File: src/hdl/bb_pkg.sv
`default_nettype none
package bb_pkg;

  // build-time defaults
  localparam int MAX_WIDTH_DEF    = 1024;
  localparam int CHANNEL_BITS_DEF = 8;

  // configuration register sizes
  localparam int WIDTH_REG_W  = 11;
  localparam int HEIGHT_REG_W = 12;
  localparam int CFG_DATA_W   = 12;
  localparam int ROW_W        = HEIGHT_REG_W;

  // a sum of up to nine channel values needs four extra bits
  localparam int SUM_EXTRA = 4;
  // neighbour count is at most nine
  localparam int COUNT_W   = 4;

  localparam logic [WIDTH_REG_W-1:0]  WIDTH_RESET  = WIDTH_REG_W'(640);
  localparam logic [HEIGHT_REG_W-1:0] HEIGHT_RESET = HEIGHT_REG_W'(480);

  // register indexes
  localparam logic [0:0] REG_IMAGE_WIDTH  = 1'b0;
  localparam logic [0:0] REG_IMAGE_HEIGHT = 1'b1;

  // which border rows and columns of the window take part
  typedef struct packed {
    logic up;
    logic down;
    logic left;
    logic right;
  } mask_t;

endpackage
`default_nettype wire

File: src/hdl/bb_divider.sv
`default_nettype none
module bb_divider #(
  parameter int CHANNEL_BITS = bb_pkg::CHANNEL_BITS_DEF
) (
  input  wire logic                                           clk,
  input  wire logic                                           rst,
  input  wire logic                                           start,
  input  wire logic [bb_pkg::COUNT_W-1:0]                     divisor,
  input  wire logic [2:0][CHANNEL_BITS+bb_pkg::SUM_EXTRA-1:0] dividend,
  output logic                                                busy,
  output logic      [2:0][CHANNEL_BITS-1:0]                   quotient
);

  localparam int SUM_W = CHANNEL_BITS + bb_pkg::SUM_EXTRA;
  localparam int CNT_W = $clog2(SUM_W + 1);
  localparam int DW    = bb_pkg::COUNT_W;

  logic [CNT_W-1:0]          steps;
  logic [DW-1:0]             dvs;
  logic [2:0][SUM_W-1:0]     quo;
  logic [2:0][DW-1:0]        rem;
  logic [2:0][DW:0]          trial;
  logic [2:0]                fits;

  // one restoring step per lane
  always_comb begin
    for (int k = 0; k < 3; k++) begin
      trial[k] = {rem[k], quo[k][SUM_W-1]};
      fits[k]  = trial[k] >= {1'b0, dvs};
    end
  end

  // step counter
  always_ff @(posedge clk) begin
    if (rst) begin
      steps <= '0;
    end else if (start) begin
      steps <= CNT_W'(SUM_W);
    end else if (steps != '0) begin
      steps <= steps - 1'b1;
    end
  end

  // shift and subtract, one quotient bit a cycle
  always_ff @(posedge clk) begin
    if (start) begin
      dvs <= divisor;
      quo <= dividend;
      rem <= '0;
    end else if (steps != '0) begin
      for (int k = 0; k < 3; k++) begin
        rem[k] <= fits[k] ? DW'(trial[k] - {1'b0, dvs}) : trial[k][DW-1:0];
        quo[k] <= {quo[k][SUM_W-2:0], fits[k]};
      end
    end
  end

  assign busy = steps != '0;

  always_comb begin
    for (int k = 0; k < 3; k++) begin
      quotient[k] = quo[k][CHANNEL_BITS-1:0];
    end
  end

endmodule
`default_nettype wire

File: config.mk
export PLATFORM = sky130hd
export DESIGN_NAME = bb_divider
export DESIGN_NICKNAME = d
export VERILOG_FILES = /design/src/hdl/bb_pkg.sv /design/src/hdl/bb_divider.sv
export SDC_FILE = /design/constraint.sdc
export NUM_CORES = 1
export LEC_CHECK = 0
export BUFFER_PORTS_ARGS = -buffer_cell sky130_fd_sc_hd__buf_2
export CAP_MARGIN = 20
export CORE_MARGIN = 2
export CORE_UTILIZATION = 50
export CTS_BUF_LIST = sky130_fd_sc_hd__clkbuf_2
export CTS_CLUSTER_DIAMETER = 50
export DETAILED_ROUTE_END_ITERATION = 10
export GPL_ROUTABILITY_DRIVEN = 0
export HOLD_SLACK_MARGIN = 0.1
export PLACE_DENSITY = 0.83
export SLEW_MARGIN = 10
export SYNTH_ARGS = -nofsm -noshare
export SYNTH_HDL_FRONTEND = slang
export SYNTH_SLANG_ARGS = --single-unit
File: constraint.sdc
create_clock -name clk -period 2.6 [get_ports clk]
set_input_delay 0.52 -clock clk [delete_from_list [all_inputs] [get_ports clk]]
set_output_delay 0.52 -clock clk [all_outputs]
set_load 0.05 [all_outputs]
* Yosys cells after proc, flatten, opt, wreduce, memory -nomap -nowiden *
Index checks and enable logic that the tools add are counted.

operators by class
  $add $sub $neg = 4
  order comparisons = 3
  mux-type cells = 7
  reduce and logical (&&, ||, !) cells = 3

operators by type and width
  operator                                                            count
  36-bit 2-to-1 mux                                                   2
  4-bit 2-to-1 mux                                                    5
  5-bit by 4-bit >= comparator with 1-bit output                      3
  4-bit subtractor                                                    3
  4-bit nonzero test                                                  1
  4-bit by 1-bit subtractor with 4-bit output, second input constant  1
  2-bit nonzero test                                                  1
  2-bit OR reduction                                                  1

storage, ports and cells
  bits in registers = 56
  bits of input ports = 43
  output and inout port bits = 25

* Depth between registers and ports, before layout *
Gate-level depths: netlist of the first run.

  depth in word-level cells = 3
  mapped depth = 7
  mapped depth without buffers = 7

* Worst setup path before layout of the first run *
Ideal clock, no wire load.

  kind = input-to-reg
  from = input start
  to = register quo[10] in the netlist's numbering (enable)
  arrival time = 1.698 ns
  data required time = 2.209 ns
  setup slack = 0.511 ns
  cell stages on the path = 4
  path through = clkbuf_1 buf_2 nor2_1 inv_1

between the ends
  word-level cells in the longest chain between the ends = 1

RTL lines
  element                              line              RTL
  from (decl)                          bb_divider.sv:7   input wire logic start,
  2-bit nonzero test (no source line)  -
  to (signal assigned)                 bb_divider.sv:48  quo <= dividend;
  to (signal, indexed assignment)      bb_divider.sv:53  quo[k] <= {quo[k][SUM_W-2:0], fits[k]};
  to (decl)                            bb_divider.sv:20  logic [2:0][SUM_W-1:0] quo;

No other way between the ends.
A chain may end at the register's enable or synchronous reset.

* Final worst setup path of the first run *
  from = register steps[1]
  to = output busy

between the ends
  word-level cells in the longest chain between the ends = 1

RTL lines
  element                 line              RTL
  from (decl)             bb_divider.sv:18  logic [CNT_W-1:0] steps;
  from (signal assigned)  bb_divider.sv:38  steps <= CNT_W'(SUM_W);
  from (signal assigned)  bb_divider.sv:40  steps <= steps - 1'b1;
  4-bit nonzero test      bb_divider.sv:58  assign busy = steps != '0;
  to (decl)               bb_divider.sv:10  output logic busy,

No other way between the ends.

==> results of run 1 <==
-- state kept, by name, summed over array words and instances (netlist names) --
| name | cells |
|---|---|
| steps | 4 |
| quotient | 24 |
| dvs | 4 |
| quo | 12 |
| rem | 12 |
-- kinds of logic after synthesis --
group           Yosys count  synth area share, %
mux                      33                 12.0
xor+xnor                  5                 1.41
simple gates             60                 10.6
flops                    56                 49.1
fa+ha+maj                17                 7.59
compound gates           39                 9.85
buf+inv                  49                 9.49
-- routing by layer --
layer,track usage [%],routed length (um),part of all wire (%)
met3,2.39,184,3.3
met5,0,0,0
met1,22.8,2530,45
met4,8.03,97,1.7
met2,29.0,2840,50
-- final timing paths --
check                   startpoint               endpoint  cells past startpoint
min                     divisor[0]       dvs[0]$_DFFE_PP_                      1
max          steps[1]$_SDFFE_PP0P_                   busy                      5
min reg2reg    rem[3]$_SDFFE_PP0P_    rem[3]$_SDFFE_PP0P_                      2
max reg2reg       dvs[1]$_DFFE_PP_  quotient[0]$_DFFE_PP_                      6
-- final cells by class --
class / instances / area (um^2) / area share (%)
Timing Repair Buffer: 70 / 370 / 11.0
Clock buffer: 5 / 25.0 / 0.741
Multi-Input combinational cell: 154 / 1280 / 38.0
Sequential cell: 56 / 1520 / 45.1
Tap cell: 75 / 93.8 / 2.78
Clock inverter: 3 / 22.5 / 0.667
Inverter: 16 / 60.1 / 1.78
-- metrics by stage --
step / setup WS [ns] / std cells
after CTS: 0.214 / 379
final: 0.212 / 379
after global routing: 0.105 / 379
after detailed placement: 0.574 / 371
after global placement: 0.636 / 371
after floorplan: 0.511 / 259
-- where the power goes --
group          internal [mW]  switching, mW  total [mW]
registers               1.20          0.121        1.32
logic                  0.486          0.877        1.36
clock network         0.0711          0.277       0.348
-- synthesized netlist by cell type, types with 4 or more instances --
library cell | count | area (um^2)
edfxtp_1 | 40 | 1200
mux2_2 | 33 | 372
buf_4 | 24 | 180
dfxtp_1 | 16 | 320
inv_1 | 15 | 56.3
ha_1 | 14 | 175
nor2_1 | 14 | 52.6
nor3_1 | 11 | 55.1
a21oi_1 | 10 | 50.1
o21ai_0 | 9 | 45.0
nand2_1 | 6 | 22.5
nand3_1 | 6 | 30.0
nand4_1 | 6 | 37.5
buf_2 | 4 | 20.0
xnor2_1 | 4 | 35.0
-- worst register-to-register path, stage by stage (launching register included) --
cell      delay [ns]
edfxtp_1        0.60
inv_1           0.16
ha_1            0.33
nor2b_1         0.16
o311a_1         0.36
nor3_1          0.17
a21oi_1         0.06
==> metrics, run 1 <==
FMAX=419 MHz; most frequent cells in the layout=buf_2, edfxtp_1, mux2_2; Final Instance Area=between 3000 and 4000 um^2; DR DRC count=0; post-cts gate resize count=0; Cell Area, Synth=around 3100 um^2; Initial Utilization=52.0%; slowest CP cell=dfxtp_1; Total Routing Usage GR=17.5%; Root Buffer Master=clkbuf_2; CTS tree=done; most common cell after layout, fill and taps aside=buf_2; Rel. slew slack=between 60% and 70%; Pre-antenna DRT Iters=4; DR vias=2039; Synthesized Nets=319; Fillers=525; Die Wd=82.7 um; VDD IR-drop max=~0.52 mV; Overall Power=3.03 mW; clk_skew=between 0.01 and 0.015 ns; Core ar.=5960 um^2; DRT iter0 DRCs=approximately 120; Worst Hold Class=in -> reg; clk sinks=56; Wirelength per Cell=14.9 um; crit-path max FO=14; Worst-Skew Late Latency=about 0.45 ns; Final Hold Viols=0; average vias per placed instance=roughly 5.4; Buf+Inv Stages, Crit Path=3; post-detail-place hpwl=4.11 mm; Pwr Density=898 nW/um^2; final WL=~5.6 mm; sequence of cells on the critical path=inv_1, ha_1, nor3b_4, inv_2, buf_2; CTS clock-pin slew for the worst setup and hold paths=0.27 ns; Crit Path Class=reg -> out; clock buffer depth=2; measured slew at the worst slew-check pin=roughly 0.46 ns; Final nets=363; setup TNS=0 ns; largest net degree at the start of global routing=64; Syn Inst Count=259; WHS=0.215 ns; antenna cells=0; IO Pins=68; Yosys cell types=35; reg-to-reg setup timing slack=0.56 ns; slowest cell delay on critical path=0.43 ns; flops & latches, synth=56; vias in the first global route=1953; Critical Path RT=2.08 ns; placed instance area=3330 um^2; initial antenna violation count=0; YS warnings=0; Avg Synthesized Cell Area=12.0 um^2; ys flop type=edfxtp_1; static leakage=between 1 and 1.5 nW; CP Capture Type=output pin; Tmin final=2.39 ns; final worst-path cycle share=91.9%; global-route wire length before repair=8.88 mm; Max Cap Violations=0; row cnt=28; final setup fails=0; Port Buf Inserts=between 60 and 70; fraction of registers with async set/reset=0%; Slew Limit Fails=0; die area=6840 um^2; global route overflow=0; critical path's top delay family=buffers and inverters; H-Tree Depth=2; Post-synth EDFFs=40; sequential share of the synthesized area=~49%; Setup Buffers After CTS=0; Final ANT Viol Nets=0; unrepaired setup endpoints after global routing=no; Final Core Density=between 50% and 60%; crit start category=flip-flop; CP arrival=1.87 ns; status=finished clean; Die H=slightly above 80 um; Hold Buf Count CTS=0; Syn-to-layout area delta=8.96%; share of layout cells above drive strength 1=39.5%; total CTS buffers=5
No activity file was read; power rests on OpenSTA's default activity.
==> inputs of run 2 (changes only) <==
- CORE_MARGIN: 2 -> not set
- REMOVE_ABC_BUFFERS: not set -> 1
==> run 2 against run 1 <==
Compared with the run above:
- non-clock buffer count grew 3
- critical endpoint unchanged
- hold slack lost 0.028 ns
- worst setup slack gained 0.011 ns
- register-to-register slack gained 0.07 ns
- clock skew grew 0.016 ns
- critical path depth is the same
- via count grew 1.4%
- largest cell class unchanged
- critical path type unchanged
- sequential power is essentially flat
- first-iteration DRC count grew 6.0%
- sequential cell count is the same
- total power grew 1.2%
- design area grew 0.37%
==> metrics, run 2 (synthesis results as in run 1) <==
CP arrival=1.86 ns; Total Routing Usage GR=19.3%; die area=6520 um^2; FMAX=roughly 420 MHz; most common cell after layout, fill and taps aside=buf_2; reg-to-reg setup timing slack=0.63 ns; FF-to-FF Start=dvs[1]$_DFFE_PP_; startpoint of the worst hold path=divisor[0]; global-route wire length before repair=9.43 mm; vias in the first global route=2006; post-cts gate resize count=0; Setup Buffers After CTS=0; WHS Endpoint=dvs[0]$_DFFE_PP_; Pwr Density=~900 nW/um^2; CTS tree=done; Final nets=366; crit-path max FO=14; Pre-antenna DRT Iters=4; CTS clock-pin slew for the worst setup and hold paths=0.32 ns; measured slew at the worst slew-check pin=between 0.4 and 0.5 ns; crit start category=flip-flop; Rel. slew slack=between 70 and 80%; Die H=80.7 um; Final Core Density=56.9%; final worst-path cycle share=slightly above 90%; Final Instance Area=between 3000 and 4000 um^2; max FFs per register=24; Die Wd=between 80 and 90 um; final setup fails=0; final WL=5.86 mm; static leakage=1.40 nW; Final ANT Viol Nets=0; WHS Path Cells=1; average vias per placed instance=5.41; CP Capture Type=output pin; sequence of cells on the critical path=inv_1, ha_1, nor3b_4, inv_2, buf_2; DRT iter0 DRCs=124; FF+latch area=1520 um^2; Initial Utilization=between 50% and 60%; DR DRC count=0; Worst Hold Class=in -> reg; share of layout cells above drive strength 1=40.1%; row cnt=28; H-Tree Depth=2; Fillers=504; IO Pins=68; largest net degree at the start of global routing=40; Critical Path RT=2.08 ns; Core ar.=roughly 6000 um^2; initial antenna violation count=0; Syn-to-layout area delta=9.37%; Crit Path Class=reg -> out; unrepaired setup endpoints after global routing=no; Final Hold Viols=0; worst r2r dst=quotient[16]$_DFFE_PP_; slowest CP cell=dfxtp_1; total CTS buffers=5; clock buffer depth=2; Hold Buf Count CTS=0; clk_skew=around 0.026 ns; Root Buffer Master=clkbuf_2; slowest cell delay on critical path=0.39 ns; antenna cells=0; Worst R2R Path Depth=6; VDD IR-drop max=about 0.50 mV; Port Buf Inserts=67; post-detail-place hpwl=4.34 mm; dpl cells=374; Wirelength per Cell=15.3 um; Worst-Skew Late Latency=0.48 ns; Layout Cells excl Fill=382; most frequent cells in the layout=buf_2, edfxtp_1, mux2_2; DR vias=2067; global route overflow=0; Max Cap Violations=0; status=finished clean; area of the multi-input gates=1280 um^2; Overall Power=3.07 mW; clk sinks=56; setup TNS=0 ns; Slew Limit Fails=0; placed instance area=between 3000 and 4000 um^2; Tmin final=2.38 ns
## run 2: cell type report
type	count	share of cell area, %
sequential	56	44.9
inverter	16	1.77
tap	75	2.77
clock buffer	5	0.738
multi-input combinational	154	37.9
clock inverter	3	0.738
timing repair buffer	73	11.2
## run 2: where the power goes
| part | total [mW] | switching (mW) | internal [mW] |
|---|---|---|---|
| registers | 1.32 | 0.123 | 1.20 |
| clock network | 0.383 | 0.306 | 0.0768 |
| logic | 1.36 | 0.871 | 0.489 |
| total | 3.07 | 1.30 | 1.77 |
## run 2: worst max path at each step
stage	slack, ns	from	endpoint
final	0.22	steps[0]$_SDFFE_PP0P_	busy
after global routing	0.08	steps[1]$_SDFFE_PP0P_	busy
after CTS	0.19	steps[0]$_SDFFE_PP0P_	busy
after detailed placement	0.66	dvs[1]$_DFFE_PP_	quotient[8]$_DFFE_PP_
after global placement	0.72	dvs[1]$_DFFE_PP_	quotient[8]$_DFFE_PP_
after floorplan	0.18	steps[0]$_SDFFE_PP0P_	quo[10]$_DFFE_PP_
## run 2: metrics by stage
step	hold slack, ns	setup slack, ns
final	0.186	0.222
after global routing	0.135	0.0798
after CTS	0.167	0.192
after detailed placement	0.446	0.662
after global placement	0.439	0.717
after floorplan	0.426	0.176
## run 2: critical path, delay by kind of cell, from the launching register on
family	cells	cell delay, ns
AND/OR/NAND/NOR	1	0.15
buffers and inverters	3	0.63
adder cells (fa/ha/maj)	1	0.21
flip-flops	1	0.39
## run 2: per-layer routing
| metal | global-route usage (%) | wire [um] | vias up |
|---|---|---|---|
| li1 | - | - | 1025 |
| met1 | 25.8 | 2710 | 956 |
| met4 | 7.14 | 129 | 0 |
| met3 | 5.73 | 421 | 11 |
| met5 | 0 | 0 | - |
| met2 | 29.6 | 2600 | 75 |
==> inputs of run 3 (changes only) <==
- CORE_MARGIN: not set -> 4
==> run 3 against run 2 <==
Compared with the run above:
- register-to-register slack is essentially flat
- clock-buffer cell count unchanged
- critical endpoint unchanged
- sequential cell count stayed put
- non-clock buffer count is 1 lower
- largest cell class unchanged
- maximum frequency down 0.17%
- first-iteration DRC count increased by 32%
- critical path depth did not move
- sequential power about the same
- via count rose by 2.5%
==> metrics, run 3 (synthesis results as in run 1) <==
status=finished clean; Final nets=365; Crit path depth=5; Die Wd=86.7 um; initial antenna violation count=0; IO Pins=68; Die H=roughly 87 um; Final Hold Viols=0; global-route wire length before repair=a little over 10 mm; setup TNS=0 ns; Tmin final=2.38 ns; static leakage=around 1.4 nW; Initial Utilization=roughly 52%; crit-path max FO=14; CTS tree=done; Pwr Density=~910 nW/um^2; largest net degree at the start of global routing=32; clock buffer depth=2; VDD IR-drop max=0.528 mV; Hold Buf Count CTS=0; most frequent cells in the layout=buf_2, edfxtp_1, mux2_2; final setup fails=0; final WL=6.02 mm; CP arrival=1.86 ns; Slew Limit Fails=0; CP Capture Type=output pin; sequence of cells on the critical path=inv_1, ha_1, nor3b_4, inv_2, buf_2; crit start category=flip-flop; max FFs per register=24; Core ar.=5960 um^2; final worst-path cycle share=91.6%; slowest cell delay on critical path=about 0.40 ns; critical path's top delay family=buffers and inverters; Crit Path Class=reg -> out; Rel. slew slack=77.3%; DR vias=between 2000 and 2500; unrepaired setup endpoints after global routing=no; FMAX=420 MHz; Total Routing Usage GR=between 10% and 20%; Syn-to-layout area delta=9.65%; post-cts gate resize count=0; post-detail-place hpwl=4.58 mm; H-Tree Depth=2; most common cell after layout, fill and taps aside=buf_2; Root Buffer Master=clkbuf_2; DRT iter0 DRCs=164; total CTS buffers=5; Worst Hold Class=in -> reg; Final Core Density=57.1%; Wirelength per Cell=15.8 um; Worst R2R Path Depth=6; Port Buf Inserts=67; die area=approximately 7500 um^2; average vias per placed instance=5.56; antenna cells=0; Buf+Inv Stages, Crit Path=3; Worst-Skew Late Latency=0.46 ns; clk_skew=0.0120 ns; Setup Buffers After CTS=0; clk sinks=56; CTS clock-pin slew for the worst setup and hold paths=0.31 ns; Pre-antenna DRT Iters=4; Fillers=495; WHS Path Cells=1; vias in the first global route=2246; row cnt=28; area of the multi-input gates=1280 um^2; Max Cap Violations=0; slowest CP cell=dfxtp_1; WHS=0.195 ns; Final ANT Viol Nets=0; FF+latch area=1520 um^2; share of layout cells above drive strength 1=39.9%; measured slew at the worst slew-check pin=0.340 ns; global route overflow=0; Critical Path RT=2.08 ns; DR DRC count=0
-- run 3: through the flow --
stage | power, mW | setup slack (ns) | cell area, um^2 | std cells
after CTS | 3.08 | 0.190 | 3400 | 381
after detailed placement | 2.70 | 0.660 | 3340 | 373
after floorplan | 2.37 | 0.176 | 2870 | 226
after global placement | 2.66 | 0.712 | 3340 | 373
after global routing | 3.29 | 0.0797 | 3400 | 381
final | 3.08 | 0.218 | 3400 | 381
-- run 3: routing by layer --
metal	vias to the layer above	routed length, um	track usage, %	part of all wire, %
met5	-	0	0	0
met4	0	99	5.67	1.6
met3	10	463	5.32	7.7
met2	82	2950	28.7	49
met1	1003	2510	21.4	42
li1	1023	-	-	-
-- run 3: final cells by class --
class                      count  share of cell area (%)
sequential                    56                    44.8
multi-input combinational    154                    37.8
timing repair buffer          72                    11.3
tap                           75                    2.76
inverter                      16                    1.77
clock inverter                 3                   0.847
clock buffer                   5                   0.736
-- run 3: worst reg2reg max path, delay by kind of cell, from the launching register on --
family	cells	cell delay, ns
adders and majority gates	1	0.32
DFF	1	0.55
and+or+nand+nor	2	0.35
AOI/OAI and AO/OA	2	0.42
buffers and inverters	1	0.13
-- run 3: worst paths after layout --
kind	slack [ns]	from	endpoint
max	0.22	steps[0]$_SDFFE_PP0P_	busy
max reg2reg	0.63	dvs[1]$_DFFE_PP_	quotient[0]$_DFFE_PP_
min	0.19	divisor[3]	dvs[3]$_DFFE_PP_
min reg2reg	0.49	rem[7]$_SDFFE_PP0P_	rem[7]$_SDFFE_PP0P_
-- run 3: report_power, final --
| group | total [mW] | internal [mW] | switching (mW) | leakage, nW |
|---|---|---|---|---|
| registers | 1.32 | 1.20 | 0.124 | 0.543 |
| logic | 1.37 | 0.492 | 0.875 | 0.825 |
| clock network | 0.386 | 0.0826 | 0.303 | 0.0359 |
