<file path="src/hdl/bb_pkg.sv">
`default_nettype none
package bb_pkg;

  // build-time defaults
  localparam int MAX_WIDTH_DEF    = 1024;
  localparam int CHANNEL_BITS_DEF = 8;

  // configuration register sizes
  localparam int WIDTH_REG_W  = 11;
  localparam int HEIGHT_REG_W = 12;
  localparam int CFG_DATA_W   = 12;
  localparam int ROW_W        = HEIGHT_REG_W;

  // a sum of up to nine channel values needs four extra bits
  localparam int SUM_EXTRA = 4;
  // neighbour count is at most nine
  localparam int COUNT_W   = 4;

  localparam logic [WIDTH_REG_W-1:0]  WIDTH_RESET  = WIDTH_REG_W'(640);
  localparam logic [HEIGHT_REG_W-1:0] HEIGHT_RESET = HEIGHT_REG_W'(480);

  // register indexes
  localparam logic [0:0] REG_IMAGE_WIDTH  = 1'b0;
  localparam logic [0:0] REG_IMAGE_HEIGHT = 1'b1;

  // which border rows and columns of the window take part
  typedef struct packed {
    logic up;
    logic down;
    logic left;
    logic right;
  } mask_t;

endpackage
`default_nettype wire

</file>
<file path="src/hdl/bb_window.sv">
`default_nettype none
module bb_window #(
  parameter int CHANNEL_BITS = bb_pkg::CHANNEL_BITS_DEF
) (
  input  wire logic                                               clk,
  input  wire logic                                               shift,
  input  wire logic [3*CHANNEL_BITS-1:0]                          top_col,
  input  wire logic [3*CHANNEL_BITS-1:0]                          mid_col,
  input  wire logic [3*CHANNEL_BITS-1:0]                          bot_col,
  input  wire bb_pkg::mask_t                                      mask,
  output logic      [2:0][CHANNEL_BITS+bb_pkg::SUM_EXTRA-1:0]     sum
);

  localparam int PIX_W = 3 * CHANNEL_BITS;
  localparam int SUM_W = CHANNEL_BITS + bb_pkg::SUM_EXTRA;

  // [row][column], column 2 is the newest
  logic [2:0][2:0][PIX_W-1:0] win;
  logic [2:0]                 row_keep;
  logic [2:0]                 col_keep;

  // shift one column in
  always_ff @(posedge clk) begin
    if (shift) begin
      for (int i = 0; i < 3; i++) begin
        win[i][0] <= win[i][1];
        win[i][1] <= win[i][2];
      end
      win[0][2] <= top_col;
      win[1][2] <= mid_col;
      win[2][2] <= bot_col;
    end
  end

  // border masks
  assign row_keep = {mask.down, 1'b1, mask.up};
  assign col_keep = {mask.right, 1'b1, mask.left};

  // masked sum per channel
  always_comb begin
    sum = '0;
    for (int k = 0; k < 3; k++) begin
      for (int i = 0; i < 3; i++) begin
        for (int j = 0; j < 3; j++) begin
          if (row_keep[i] && col_keep[j]) begin
            sum[k] = sum[k] + SUM_W'(win[i][j][k*CHANNEL_BITS +: CHANNEL_BITS]);
          end
        end
      end
    end
  end

endmodule
`default_nettype wire

</file>
<file path="config.mk">
export PLATFORM = sky130hd
export DESIGN_NAME = bb_window
export DESIGN_NICKNAME = d
export VERILOG_FILES = /design/src/hdl/bb_pkg.sv /design/src/hdl/bb_window.sv
export SDC_FILE = /design/constraint.sdc
export NUM_CORES = 1
export LEC_CHECK = 0
export ABC_AREA = 1
export BUFFER_PORTS_ARGS = -buffer_cell sky130_fd_sc_hd__buf_2
export CAP_MARGIN = 10
export CELL_PAD_IN_SITES_DETAIL_PLACEMENT = 1
export CELL_PAD_IN_SITES_GLOBAL_PLACEMENT = 2
export CORE_ASPECT_RATIO = 1.2
export CORE_UTILIZATION = 38
export DETAILED_ROUTE_END_ITERATION = 8
export PLACE_DENSITY_LB_ADDON = 0.3
export SLEW_MARGIN = 20
export SYNTH_ARGS = -nofsm -noshare
export SYNTH_HDL_FRONTEND = slang
export SYNTH_SLANG_ARGS = --single-unit
</file>
<file path="constraint.sdc">
create_clock -name clk -period 13.5 [get_ports clk]
set_input_delay 1.35 -clock clk [delete_from_list [all_inputs] [get_ports clk]]
set_output_delay 1.35 -clock clk [all_outputs]
set_load 0.005 [all_outputs]
</file>
# Yosys cells after proc, flatten, opt, wreduce, memory -nomap -nowiden

Cells that the tools add are included.

Memory bits (writable): 0
Latch bits: 0
Output and inout port bits: 36
Word-level logic and storage cells: 61
Register bits: 216
Memory bits (read-only): 0
Memories kept: 0

Order comparisons: 0
Add/subtract/negate cells: 24
Multiply operators: 0
Mux-type cells: 24
Shifts and indexed selects: 0
Reduce and logical (&&, ||, !) cells: 4
Bitwise operators: 0
Divide/modulo/power cells: 0
Equality and inequality tests: 0

Operator list:

| operator               | number |
|---|---|
| adder 12 x 8 -> 12 bit | 24 |
| 2-to-1 mux 12 bit      | 21 |
| 2-to-1 mux 8 bit       | 3 |
| logical AND 1 bit      | 4 |

# Logic depth before layout (Yosys ltp)

Gate-level depths: netlist of the first run.

Depth after elaboration: 17
Mapped depth: 60
Depth with buffers taken out: 60

# Worst setup path after synthesis of the first run

OpenSTA, ideal clock, no wires.

Path kind: input port to output port
Start point: input mask[3] (netlist name)
End point: output sum[23] (netlist name)
Stages: 42
Data arrival time: 9.091 ns
Data required time: 12.150 ns
Slack: 3.059 ns
Cells stage by stage: nand2_2 clkbuf_1 nor2_1 ha_1 inv_1 fa_1 nor2_1 inv_1 fa_1 inv_1 o21ai_0 fa_1 o21ai_0 inv_1 fa_1 fa_1 or2_2 o21ai_0 [... 6 more ...] o31ai_1 xor2_1 o21ai_0 ha_1 nand2_1 o21ai_0 a21oi_1 o21bai_1 nand2_1 a21oi_1 nand3_1 nor2_2 nand2_1 nand2_1 nand2_1 nand2_1 nand2_1 inv_1

RTL lines:

| item            | line            | RTL |
|---|---|---|
| start, declared | bb_window.sv:10 | `input wire bb_pkg::mask_t mask,` |
| end, declared   | bb_window.sv:11 | `output logic [2:0][CHANNEL_BITS+bb_pkg::SUM_EXTRA-1:0] sum` |

==> impl_metrics.yaml, run 1 <==
power_and_ir_drop:
  irDropWorstVdd_mv: 0.126
  power_w: 0.00339
  leakage_nw: 9.14
  p_per_area_nw_per_um2: 175
critical_path:
  slowest_delay_ns: 0.56
  crit_slowest_cell: "fa_1"
  cp_max_fo: 19
  crit_arrival_ns: 10.69
  worstSetupStartpointType: "input port"
  crit_type: "input port to primary output"
  cp.required_ns: 12.15
  crit_path_end_kind: "primary output"
  worst-r2r-cell-count: 0
cts:
  cts_buffers: 28
  cts_resized: 0
  clk_pin_slew_ns: 0.05
  clock_latency_ns: 0.58
  hold_buffers: 0
  cts_tree: "done"
  htreeDepth: 1
  cts.sink_count: 216
  post_cts_buffers: 0
  cts-root-buf: "clkbuf_16"
  cts.path.max_buffers: 3
floorplan:
  ioPinCount: 114
  die_h_microns: 235
  dieArea_sq_um: 46200
  rows: 85
  coreArea_sq_um: 44800
  start_util_pct: 38.5
  dieWidth_microns: 196
final_layout:
  regArea_sq_um: 6490
  fin_area_sq_um: 19300
  largest_register_ffs: 216
  antenna_cells: 0
  largest-register: "win"
  top_regs: "win (216)"
  multi_input_area_sq_um: 9430
  utilization_pct: 43.2
  area_growth_pct: 12.2
  nNetsFinal: 2486
  num-fill-cells: 5409
  drive_gt1_share_pct: 11.0
timing:
  max-slew-margin-rel_pct: 44.8
  fmax_ghz: 0.0830
  setup_tns_ns: 0
  finalHoldViolCount: 0
  fin_skew_ns: 0.0242
  tightest_slew_ns: 0.829
  finalSetupViolations: 0
  period_share_pct: 89.2
  period_needed_ns: 12.04
  report.final.slew_viol_count: 0
  rsz0062_at_grt: "false"
hold_path:
  hp-class: "register to register"
  worstHoldPathCells: 0
detailed_routing:
  first_iter_violations: 471
  postRouteAntennaNets: 0
  vias: 14000
  drc: 0
  avgViaCountPerCell: 4.97
  drtPass1Iterations: 4
  wl_per_cell_microns: 15.0
  postRouteWirelength_microns: 42200
yosys:
  ys_ff_latch: 216
  seq_area_frac_synth_pct: 37.7
  async_flop_share_pct: 0
  yosysTopAreaCell: "edfxtp_1"
  yosys_warnings: 0
  synth_ff_type: "edfxtp_1"
  postSynthCellCount: 2074
  synth-edff-count: 216
  yosysUniqueCellTypes: 47
  syn-num-nets: 2368
  ys_top_cells_by_count: "nand2_1, inv_1, edfxtp_1"
  yosys.area.top_type_share_pct: 37.7
  synth.area.top_cells: "edfxtp_1, ha_1, nand2_1, inv_1, o21ai_0"
  avgSynthCellArea_sq_um: 8.30
  synth_area_sq_um: 17200
  yosysMostFrequentCell: "nand2_1"
place:
  placed_cell_area_sq_um: 18500
  dpl.hpwl_microns: 32900
  routabilityCongestion: 0.812
  numPortBuffers: 113
job:
  max_cap_violations: 0
status:
  status: "completed"
grt:
  grt_overflow: 0
  grt_max_degree: 96
  track_usage_pct: 18.5
  grt_pass1_wl_microns: 70400
  grt_pass1_vias: 14600
  antenna_found_initial: 0
-- worst paths after layout --
path                       from                 end  slack [ns]
max                     mask[1]             sum[23]        1.46
min reg2reg  win[203]$_DFFE_PP_  win[179]$_DFFE_PP_        0.45
max reg2reg   win[65]$_DFFE_PP_   win[41]$_DFFE_PP_       12.73
min          win[203]$_DFFE_PP_  win[179]$_DFFE_PP_        0.45
-- stage by stage --
| stage | hold WS (ns) | instances | setup WS, ns |
|---|---|---|---|
| global placement | 0.435 | 2771 | 1.65 |
| global route | 0.459 | 2816 | 0.442 |
| CTS | 0.450 | 2816 | 1.25 |
| detailed placement | 0.443 | 2771 | 1.31 |
| floorplan | 0.433 | 2074 | 3.06 |
| finish | 0.449 | 2816 | 1.46 |
-- worst max-delay path, delay by kind of cell --
family	cells	cell delay, ns
adder cells (fa/ha/maj)	9	3.82
AO/OA/AOI/OAI	10	2.26
AND/OR/NAND/NOR	14	2.05
buffers and inverters	9	1.01
XOR/XNOR	1	0.17
-- cell usage in the layout (no fill, tap or decap), types with 9 or more instances in the layout --
master	synthesis	final
a21oi_1	168	168
a31oi_1	18	18
buf_2	1	112
buf_4	0	9
clkbuf_16	0	28
clkinv_1	5	11
edfxtp_1	216	216
fa_1	24	24
ha_1	192	192
inv_1	293	293
inv_2	10	10
nand2_1	454	454
nand2_2	34	34
nand3_1	92	92
nand3_2	14	14
nand4_1	19	19
nor2_1	124	124
nor3_1	10	10
o21ai_0	180	180
o21bai_1	14	14
or2_2	10	10
xnor2_1	44	44
xor2_1	57	57
-- cell families (layout without fill, tap and decap cells) --
family                     count (synthesis)  count (layout)  synth area share (%)
and+or+nand+nor                          781             781                  19.8
adders and majority gates                216             216                  16.7
AOI/OAI and AO/OA                        418             418                  13.1
buffers and inverters                    342             475                  7.55
xor gates and xnor gates                 101             101                  5.14
DFF                                      216             216                  37.7
-- report_power, final --
group | switching (W) | internal, W | leakage (nW) | total (W)
Clock | 0.000297 | 0.000412 | 0.410 | 0.000708
Sequential | 0.0000295 | 0.000796 | 2.11 | 0.000825
Combinational | 0.00113 | 0.000727 | 6.62 | 0.00186
-- metal layers --
metal | global-route usage, % | vias to the layer above | part of all wire, %
met1 | 24.5 | 6578 | 49
met4 | 4.95 | 0 | 2.1
met3 | 1.93 | 51 | 2.5
met5 | 0 | - | 0
met2 | 31.8 | 137 | 47
li1 | - | 7219 | -
-- layout make-up --
cell class                 instances  share of cell area (%)
inverter                         308                    5.98
clock inverter                    14                   0.673
timing repair buffer             122                    3.33
tap                              609                    3.94
sequential                       216                    33.6
clock buffer                      31                    3.68
multi-input combinational       1516                    48.8
Note: power is estimated with default switching activity, not from simulation.
==> run 2, diff against run 1 <==
Settings changed: CORE_ASPECT_RATIO 1.2 to unset.
==> run 2 against run 1 <==
Critical path depth unchanged. Critical path type unchanged. Cell count decreased by 0.36%. Global-route usage increased by 0.65 points. First-iteration DRC count increased by 23%. Clock power increased by 5.9%. Sequential cell count unchanged. Sequential share of layout area decreased by 0.076 points. Core utilization increased by 0.45 points. Largest power group unchanged. Fmax decreased by 0.52%. Non-clock buffer count unchanged. Via count decreased by 0.72%. Die area about the same.
==> impl_metrics.yaml, run 2 (same netlist as run 1, synthesis figures left out) <==
timing:
  tightest_slew_ns: 0.863
  finalSetupViolations: 0
  period_share_pct: 89.7
  timing.hold.ws_ns: 0.448
  finalHoldViolCount: 0
  fin_skew_ns: 0.0154
  period_needed_ns: 12.11
  max-slew-margin-rel_pct: 42.4
  setup_tns_ns: 0
  report.final.slew_viol_count: 0
  fmax_ghz: 0.0826
  rsz0062_at_grt: "false"
cts:
  cts_buffers: 29
  cts_tree: "done"
  cts.path.max_buffers: 3
  cts_resized: 0
  cts.sink_count: 216
  post_cts_buffers: 0
  cts-root-buf: "clkbuf_16"
  clock_latency_ns: 0.57
  hold_buffers: 0
  htreeDepth: 1
  clk_pin_slew_ns: 0.06
critical_path:
  cp_max_fo: 19
  crit_type: "input port to primary output"
  worstSetupStartpointType: "input port"
  crit_path_end_kind: "primary output"
  slowest_delay_ns: 0.62
  cp.required_ns: 12.15
  crit_arrival_ns: 10.76
  crit_slowest_cell: "fa_1"
detailed_routing:
  drtPass1Iterations: 5
  first_iter_violations: 577
  postRouteAntennaNets: 0
  postRouteWirelength_microns: 43400
  wl_per_cell_microns: 15.5
  avgViaCountPerCell: 4.95
  drc: 0
  vias: 13900
grt:
  track_usage_pct: 19.1
  grt_pass1_wl_microns: 73200
  grt_max_degree: 88
  grt_pass1_vias: 14700
  antenna_found_initial: 0
  grt_overflow: 0
final_layout:
  antenna_cells: 0
  instances_no_fill: 2806
  largest-register: "win"
  area_growth_pct: 12.5
  top_regs: "win (216)"
  largest_register_ffs: 216
  nNetsFinal: 2487
  final_common_cell: "nand2_1"
  final_cell_mix: "nand2_1, inv_1, edfxtp_1"
  drive_gt1_share_pct: 11.2
floorplan:
  ioPinCount: 114
  die_h_microns: 215
  rows: 77
  start_util_pct: 38.8
  coreArea_sq_um: 44400
  dieArea_sq_um: 46200
  dieWidth_microns: 215
place:
  dpl.hpwl_microns: 33800
  numPortBuffers: 113
  post-place-cells: 2754
  routabilityCongestion: 0.807
job:
  max_cap_violations: 0
hold_path:
  hp-class: "register to register"
power_and_ir_drop:
  irDropWorstVdd_mv: 0.111
  p_per_area_nw_per_um2: 178
  leakage_nw: 9.17
status:
  status: "completed"
## run 2: cell count changes in the layout (fill, tap and decap cells not counted), sizes merged
cell    change
bufinv      +1
inv         -1
clkbuf      +6
clkinv      +1
## run 2: area by class of cell
cell class,count,area (sq um)
repair buffers,122,643
well taps,592,741
flip-flops and latches,216,6490
multi-input cells,1516,9430
fillers,5374,25000
inverters,308,1160
clock buffers,37,756
clock inverters,15,151
## run 2: per-layer routing
| layer | up-vias | part of all wire [%] | GRT usage [%] |
|---|---|---|---|
| li1 | 7229 | - | - |
| met1 | 6466 | 51 | 26.9 |
| met2 | 148 | 45 | 31.5 |
| met3 | 42 | 2.7 | 2.14 |
| met4 | 0 | 2.1 | 4.17 |
| met5 | - | 0 | 0 |
## run 2: final timing paths
check	startpoint	endpoint	slack, ns	cells past startpoint
worst max-delay path	mask[1]	sum[11]	1.39	43
worst min-delay path	win[29]$_DFFE_PP_	win[5]$_DFFE_PP_	0.45	0
worst max register to register	win[65]$_DFFE_PP_	win[41]$_DFFE_PP_	12.72	0
worst min register to register	win[29]$_DFFE_PP_	win[5]$_DFFE_PP_	0.45	0
## run 2: critical path: cells and delay by family
family | cells | cell delay (ns)
adder cells (fa/ha/maj) | 9 | 3.94
XOR/XNOR | 1 | 0.13
AO/OA/AOI/OAI | 10 | 2.00
buffers and inverters | 7 | 0.95
AND/OR/NAND/NOR | 16 | 2.37
## run 2: stage by stage
step | total power (W) | cell area, sq um | utilization, % | setup WS [ns]
2_1_floorplan | 0.00223 | 17200 | - | 3.06
3_3_place_gp | 0.00263 | 18500 | 41.6 | 1.54
3_5_place_dp | 0.00271 | 18500 | 41.6 | 1.38
4_1_cts | 0.00349 | 19400 | 43.6 | 1.27
5_1_grt | 0.00378 | 19400 | 43.6 | 0.369
6_report | 0.00344 | 19400 | 43.6 | 1.39
## run 2: power by group
part / switching, W / internal, W
logic: 0.00114 / 0.000727
clock network: 0.000301 / 0.000448
registers: 0.0000294 / 0.000796
total: 0.00147 / 0.00197
==> run 3, diff against run 2 <==
Settings changed: PLACE_DENSITY_LB_ADDON 0.3 to 0.1.
Clock period 13.5 ns to 12.7 ns, I/O delays scaled along.
==> run 3 against run 2 <==
Sequential share of layout area shrank 0.095 points. Largest cell class unchanged. Core utilization grew 0.12 points. Cell count is essentially flat. Critical endpoint is now sum[35]. Critical path type unchanged. First-iteration DRC count shrank 20%. Clock skew grew 0.0046 ns. Largest power group unchanged.
==> impl_metrics.yaml, run 3 (same netlist as run 1, synthesis figures left out) <==
detailed_routing:
  wl_per_cell_microns: 15.4
  vias: 13900
  postRouteWirelength_microns: 43200
  postRouteAntennaNets: 0
  first_iter_violations: 463
  avgViaCountPerCell: 4.97
  drc: 0
  drtPass1Iterations: 4
timing:
  max-slew-margin-rel_pct: 28.6
  fin_skew_ns: 0.0201
  fmax_ghz: 0.0873
  period_share_pct: 90.2
  rsz0062_at_grt: "false"
  report.final.slew_viol_count: 0
  setup_tns_ns: 0
  period_needed_ns: 11.45
  finalSetupViolations: 0
  tightest_slew_ns: 1.07
  finalHoldViolCount: 0
critical_path:
  crit_arrival_ns: 10.18
  rrSetupSlack_ns: 11.93
  path_delay_family: "adder cells"
  worst-r2r-cell-count: 0
  cp_max_fo: 10
  cp_num_buf_inv: 8
  slowest_delay_ns: 0.59
  endpoint: "sum[35]"
  crit_type: "input port to primary output"
  worstSetupStartpointType: "input port"
  crit_path_end_kind: "primary output"
  crit_slowest_cell: "fa_1"
  cp.required_ns: 11.43
  critical_path.startpoint: "mask[3]"
  crit_top_cell: "nand2_1"
  cp.depth: 42
  r2r_end: "win[41]$_DFFE_PP_"
  r2r-start: "win[65]$_DFFE_PP_"
place:
  dpl.hpwl_microns: 33600
  numPortBuffers: 113
  routabilityCongestion: 0.785
grt:
  grt_max_degree: 81
  grt_pass1_wl_microns: 72700
  antenna_found_initial: 0
  grt_pass1_vias: 14600
  track_usage_pct: 19.0
  grt_overflow: 0
final_layout:
  drive_gt1_share_pct: 11.2
  top_regs: "win (216)"
  largest-register: "win"
  final_cell_mix: "nand2_1, inv_1, edfxtp_1"
  multi_input_area_sq_um: 9430
  regArea_sq_um: 6490
  area_growth_pct: 12.8
  final_common_cell: "nand2_1"
  antenna_cells: 0
  num-fill-cells: 5354
  nNetsFinal: 2489
  largest_register_ffs: 216
cts:
  clock_latency_ns: 0.57
  hold_buffers: 0
  cts.sink_count: 216
  cts.path.max_buffers: 3
  post_cts_buffers: 0
  cts_tree: "done"
  clk_pin_slew_ns: 0.06
  cts-root-buf: "clkbuf_16"
  cts_resized: 0
  htreeDepth: 1
  cts_buffers: 28
floorplan:
  start_util_pct: 38.8
  ioPinCount: 114
  dieWidth_microns: 215
  die_h_microns: 215
  dieArea_sq_um: 46200
  coreArea_sq_um: 44400
  rows: 77
power_and_ir_drop:
  power_w: 0.00368
  power.switching_w: 0.00156
  p_per_area_nw_per_um2: 190
  leakage_nw: 9.20
  switching_share_pct: 42.4
  pwr-share-seq_pct: 23.8
  irDropWorstVdd_mv: 0.121
  combPwrFrac_pct: 53.9
  pwr-share-clk_pct: 22.3
  p_int_w: 0.00212
hold_path:
  hp-class: "register to register"
status:
  status: "completed"
job:
  max_cap_violations: 0
[run 3: final cells by class]
type | instances | share of cell area [%]
multi-input cells | 1516 | 48.6
well taps | 592 | 3.81
repair buffers | 125 | 3.43
flip-flops and latches | 216 | 33.4
inverters | 308 | 5.95
clock buffers | 31 | 3.67
clock inverters | 19 | 1.17
[run 3: worst min path at each step]
| stage | startpoint | endpoint | slack, ns | cells past startpoint |
|---|---|---|---|---|
| 6_report | win[107]$_DFFE_PP_ | win[83]$_DFFE_PP_ | 0.45 | 0 |
| 3_5_place_dp | win[44]$_DFFE_PP_ | win[20]$_DFFE_PP_ | 0.44 | 0 |
| 4_1_cts | win[28]$_DFFE_PP_ | win[4]$_DFFE_PP_ | 0.45 | 0 |
| 2_1_floorplan | win[24]$_DFFE_PP_ | win[0]$_DFFE_PP_ | 0.43 | 0 |
| 5_1_grt | win[46]$_DFFE_PP_ | win[22]$_DFFE_PP_ | 0.46 | 0 |
| 3_3_place_gp | win[44]$_DFFE_PP_ | win[20]$_DFFE_PP_ | 0.44 | 0 |
[run 3: through the flow]
stage	instances	util, %	hold WS (ns)	instance area, sq um	setup slack (ns)
after floorplan	2074	-	0.433	17200	2.42
after global placement	2757	41.6	0.438	18500	1.50
after detailed placement	2757	41.6	0.442	18500	1.13
after CTS	2807	43.7	0.455	19400	1.04
after global routing	2807	43.7	0.465	19400	0.265
final	2807	43.7	0.452	19400	1.25
[run 3: layer usage]
metal  share of wire (%)  wire [microns]  GRT usage (%)  vias to the layer above
met4                 1.8             766           3.64                        0
met3                 2.5            1070           2.07                       49
met2                  44           19000           30.7                      151
met5                   0               0              0                        -
li1                    -               -              -                     7231
met1                  52           22400           27.4                     6516
[run 3: power by group through the flow]
stage / Clock, W / Sequential [W] / Combinational, W
3_3_place_gp: 0 / 0.000890 / 0.00192
5_1_grt: 0.000875 / 0.000883 / 0.00230
3_5_place_dp: 0 / 0.000892 / 0.00198
6_report: 0.000822 / 0.000877 / 0.00198
2_1_floorplan: 0 / 0.000877 / 0.00149
4_1_cts: 0.000850 / 0.000878 / 0.00201
